<file path="src/rtl/core/ghal_pkg.sv">
`timescale 1ns / 1ps

package ghal_pkg;

    localparam int MAX_HANDLES = 4096;
    localparam int IDX_W       = 12;
    localparam int GEN_W       = 16;
    localparam int CNT_W       = 32;
    localparam int FRESH_W     = IDX_W + 1;

    localparam logic [1:0] OP_ALLOC   = 2'd0;
    localparam logic [1:0] OP_RELEASE = 2'd1;
    localparam logic [1:0] OP_CHECK   = 2'd2;

    localparam logic [1:0] ST_OK   = 2'd0;
    localparam logic [1:0] ST_FULL = 2'd1;
    localparam logic [1:0] ST_BAD  = 2'd2;

    typedef struct packed {
        logic [1:0]       opcode;
        logic [IDX_W-1:0] handle_index;
        logic [GEN_W-1:0] handle_generation;
    } req_t;

    typedef struct packed {
        logic [1:0]       status;
        logic [IDX_W-1:0] out_index;
        logic [GEN_W-1:0] out_generation;
        logic             alive;
        logic [CNT_W-1:0] change_count;
    } rsp_t;

    typedef struct packed {
        logic [GEN_W-1:0] cur_gen;
        logic [GEN_W-1:0] ref_gen;
        logic             skip_zero;
    } gen_op_t;

    typedef struct packed {
        logic [GEN_W-1:0] next_gen;
        logic             match;
    } gen_res_t;

endpackage

</file>
<file path="src/rtl/core/ghal_gen_unit.sv">
`timescale 1ns / 1ps

module ghal_gen_unit
    import ghal_pkg::*;
(
    input  gen_op_t  op,
    output gen_res_t res
);

    logic [GEN_W-1:0] inc;

    always_comb
    begin
        inc = op.cur_gen + GEN_W'(1);
        res.match = (op.cur_gen == op.ref_gen);
        // generation zero is skipped when handing out
        if (op.skip_zero && inc == '0)
        begin
            res.next_gen = GEN_W'(1);
        end
        else
        begin
            res.next_gen = inc;
        end
    end

endmodule

</file>
<file path="config.mk">
export PLATFORM = sky130hd
export DESIGN_NAME = ghal_gen_unit
export DESIGN_NICKNAME = d
export VERILOG_FILES = /design/src/rtl/core/ghal_pkg.sv /design/src/rtl/core/ghal_gen_unit.sv
export SDC_FILE = /design/constraint.sdc
export NUM_CORES = 1
export LEC_CHECK = 0
export ABC_AREA = 1
export CAP_MARGIN = 40
export CORE_ASPECT_RATIO = 1.2
export CORE_MARGIN = 5
export CORE_UTILIZATION = 40
export DETAILED_ROUTE_END_ITERATION = 16
export DONT_BUFFER_PORTS = 1
export SETUP_SLACK_MARGIN = 0.02
export SLEW_MARGIN = 20
export SYNTH_ARGS = -nofsm -noshare
export SYNTH_HDL_FRONTEND = slang
export SYNTH_SLANG_ARGS = --single-unit
export TNS_END_PERCENT = 5
</file>
<file path="constraint.sdc">
create_clock -name vclk -period 1.65
set_input_delay 0.165 -clock vclk [all_inputs]
set_output_delay 0.165 -clock vclk [all_outputs]
set_load 0.02 [all_outputs]
</file>
==> metrics.yaml, run 1 <==
instances_no_fill: 167
die_width_microns: 48.2
wl_microns: 2180
nNetsFinal: 186
globalplace.congestion: 0.859
io_buffer_count: 0
n_clock_buffer: 0
hold_slack_ps: 521
yosys_warnings: 0
core_area_sq_mm: 0.00164
cp.required_ps: 1480
synthTopCellsByArea: "nand2_1, xor2_1, inv_1, nor2_1, nand3_1"
status: "completed"
dp.cells: 165
dieHeight_microns: 55.8
syn_area_per_cell_sq_um: 5.11
syn_inst: 137
setup_violations: 0
worstMarginPinSlew_ps: 385
area_delta_synth_final_pct: 22.5
grt_usage: 0.165
drive_gt1_frac: 0.201
maxCapViolCount: 0
grt_max_degree: 7
netlist.area_leader.share: 0.220
synth_area_sq_um: 699
post-route-period-util: 0.903
min_period_ps: 1490
drt_iter0_drc: 26
p_switching_mw: 0.107
pwr-share-comb: 1.000
hp-class: "input port to output pin"
grt.overflow.total: 0
rows: 16
clock_power_share: 0
synth.distinct_cells: 19
pin_count: 50
critPathKind: "input port to output pin"
seq_area_frac_synth: 0
intPower_mw: 0.0693
antennaDiodeCount: 0
max_freq_mhz: 671
crit_arrival_ps: 1320
via_per_inst: 5.05
crit_fanout: 6
routedWlPerCell_microns: 13.1
dp_hpwl_microns: 1910
hold_viol_final: 0
seq_cell_count: 0
ctsHoldBuffers: 0
slew_viol_final: 0
firstDrtPassIters: 5
max_slew_margin: 0.742
switching_share: 0.607
powerDensity_mw_per_mm2: 206
dieArea_sq_mm: 0.00269
start_util: 0.426
pwr-share-seq: 0
drc_errors: 0
grt_pass1_wl_microns: 3530
grt_pass1_vias: 893
cp-start-kind: "input port"
end_kind: "output pin"
antenna_found_initial: 0
synth_nets: 172
p_leak_nw: 0.442
yosys.area.top_type: "nand2_1"
num_vias: 843
vdd_drop_max_v: 0.0000766
ant_nets: 0
register_area_sq_um: 0
## cells in the final DEF, fill, tap and decap left out, types with 3 or more instances in the layout
cell,instances
nor3_1,3
xor2_1,15
nand2_1,41
nand4_1,4
inv_1,22
nor2_1,14
buf_4,12
or2_2,3
nand3_1,11
nor2_2,5
## Yosys cell counts
library cell  instances
nand3b_1              1
nor2_1               17
nand3_2               2
nor2_4                1
nor2_2                3
nand2_2               2
inv_1                22
ha_1                  2
or2_2                 3
o21ai_1               2
nand4_1               4
xor2_1               16
nand2_1              41
inv_2                 1
xnor2_1               1
nor4_1                2
nand3_1              12
o21ai_0               2
nor3_1                3
## metal layers
layer / global-route usage / vias to the layer above / share of wire
li1: - / 453 / -
met1: 0.175 / 359 / 0.35
met2: 0.325 / 31 / 0.56
met3: 0.0291 / 0 / 0.088
met4: 0.00385 / 0 / 0
met5: 0 / - / 0
## repair_timing
item | in CTS | in global routing
buffers inserted | 0 | 2
gates resized for setup | 0 | 9
setup endpoints to repair | 0 | 2
## cell type report
class	instances	area (sq um)
fillers	184	785
inverters	23	86.3
multi-input cells	114	658
well taps	18	22.5
repair buffers	12	90.1
## per-stage QoR
stage	setup WS, ps	setup TNS (ps)	util	total power [mW]	cell area, sq um
3_5_place_dp	53.5	0	0.486	0.170	797
3_3_place_gp	82.7	0	0.486	0.166	797
5_1_grt	-0.924	-0.924	0.522	0.196	857
4_1_cts	48.9	0	0.486	0.170	797
6_report	161	0	0.522	0.176	857
2_1_floorplan	40.8	0	-	0.127	699
## cell families (layout without fill, tap and decap cells)
| kind of cell | count (synthesis) | after routing | share of synthesized area |
|---|---|---|---|
| XOR/XNOR | 17 | 17 | 0.213 |
| buffers and inverters | 23 | 35 | 0.123 |
| adder cells (fa/ha/maj) | 2 | 2 | 0.0358 |
| AO/OA/AOI/OAI | 4 | 4 | 0.0286 |
| AND/OR/NAND/NOR | 91 | 91 | 0.599 |
## power by group through the flow
stage / Combinational [mW] / Sequential [mW] / Clock [mW]
6_report: 0.176 / 0 / 0
5_1_grt: 0.196 / 0 / 0
4_1_cts: 0.170 / 0 / 0
3_5_place_dp: 0.170 / 0 / 0
3_3_place_gp: 0.166 / 0 / 0
2_1_floorplan: 0.127 / 0 / 0
## critical path, cell delays in order
cell     delay, ps
ha_4           140
nand3_4         80
nor2_4         170
nand2_1         70
nand2_1        100
nand3_2         90
nor2_2          90
nand3_1         90
nor2_1         120
nor2_1          60
buf_4          150
## path summary, 6_finish.rpt
| path | startpoint | to | slack [ps] | cells after the start |
|---|---|---|---|---|
| hold / removal | op[17] | res[1] | 520 | 2 |
| setup / recovery | op[17] | res[2] | 160 | 11 |
(Power assumes the default switching activity.)
==> run 2: changes to the inputs <==
clock period = 1.5 ns   (was 1.65 ns; I/O delays follow)
==> run 2 against run 1 <==
- core utilization grew 1.4 points
- via count is 1.7% lower
- first-iteration DRC count is 15% higher
- non-clock buffer count is 2 lower
- clock-buffer cell count did not move
- design area grew 2.8%
==> metrics.yaml, run 2 (synthesis gave the netlist of run 1 again) <==
dieHeight_microns: 55.8
critPathKind: "input port to output pin"
crit_arrival_ps: 1220
dieArea_sq_mm: 0.00269
cp-start-kind: "input port"
nNetsFinal: 184
hold_viol_final: 0
globalplace.congestion: 0.872
drive_gt1_frac: 0.245
start_util: 0.426
vdd_drop_max_v: 0.0000867
wl_microns: 2190
pin_count: 50
routedWlPerCell_microns: 13.3
powerDensity_mw_per_mm2: 220
grt_pass1_vias: 871
instances_no_fill: 165
seq_cell_count: 0
antenna_found_initial: 0
io_buffer_count: 0
grt.overflow.total: 0
min-delay-start: "op[17]"
drt_iter0_drc: 30
register_area_sq_um: 0
core_area_sq_mm: 0.00164
placed_cell_area_sq_um: 838
min_period_ps: 1370
hp-class: "input port to output pin"
area_delta_synth_final_pct: 25.9
final_common_cell: "nand2_1"
layout_common_cells: "nand2_1, inv_1, xor2_1"
cp.required_ps: 1350
slew_viol_final: 0
setup.worst_path.start: "op[18]"
worstMarginPinSlew_ps: 379
num_vias: 829
dp.cells: 165
postLayoutCellArea_sq_um: 881
max_freq_mhz: 728
rsz0062_at_grt: "no"
status: "completed"
post-route-period-util: 0.915
grt_pass1_wl_microns: 3550
drc_errors: 0
via_per_inst: 5.02
firstDrtPassIters: 4
end_kind: "output pin"
ant_nets: 0
max_slew_margin: 0.746
n_clock_buffer: 0
grt_usage: 0.168
die_width_microns: 48.2
dp_hpwl_microns: 1960
p_leak_nw: 0.434
grt_max_degree: 7
maxCapViolCount: 0
hold_path_depth: 1
crit_fanout: 6
rows: 16
antennaDiodeCount: 0
setup_violations: 0
run 2: changes by cell type in the layout (fill, tap and decap cells not counted), sizes merged:
cell / previous run / this run
buf: 12 / 10
run 2: per-layer routing:
layer | up-vias | track usage | wire length (microns)
li1 | 445 | - | -
met1 | 349 | 0.198 | 849
met2 | 33 | 0.319 | 1180
met3 | 2 | 0.00324 | 142
met4 | 0 | 0.0154 | 21
met5 | - | 0 | 0
run 2: path summary, 6_finish.rpt:
path,to,slack [ps]
max,res[1],130
min,res[1],360
run 2: report_power, final:
group	leakage (nW)	internal, mW	switching [mW]	total [mW]
Combinational	0.434	0.0751	0.118	0.194
Clock	0	0	0	0
Sequential	0	0	0	0
Total	0.434	0.0751	0.118	0.194
run 2: cell type report:
class | count | area (sq um)
Fill cell | 181 | 761
Timing Repair Buffer | 10 | 75.1
Tap cell | 18 | 22.5
Multi-Input combinational cell | 114 | 697
Inverter | 23 | 86.3
run 2: critical path, stage by stage:
cell and delay [ps]:
ha_4 150, nand3_4 90, nor2_4 160, nand2_1 70
nand2_1 90, nand3_1 70, nor2_1 110, nand3_2 130
o21ai_4 210
run 2: repair_timing:
action	4_1_cts	5_1_grt
gates resized for setup	5	4
setup endpoints to repair	2	2
hold buffers	0	0
setup buffers	0	0
pin swaps	2	9
run 2: per-stage QoR:
step | TNS, ps | util | setup slack [ps] | hold WS (ps) | total power, mW
global route | 0 | 0.537 | 24.0 | 362 | 0.215
global placement | 0 | 0.511 | 9.69 | 362 | 0.187
finish | 0 | 0.537 | 127 | 360 | 0.194
CTS | 0 | 0.527 | 58.5 | 362 | 0.194
floorplan | 0 | - | 26.0 | 357 | 0.146
detailed placement | -76.2 | 0.511 | -41.8 | 362 | 0.189
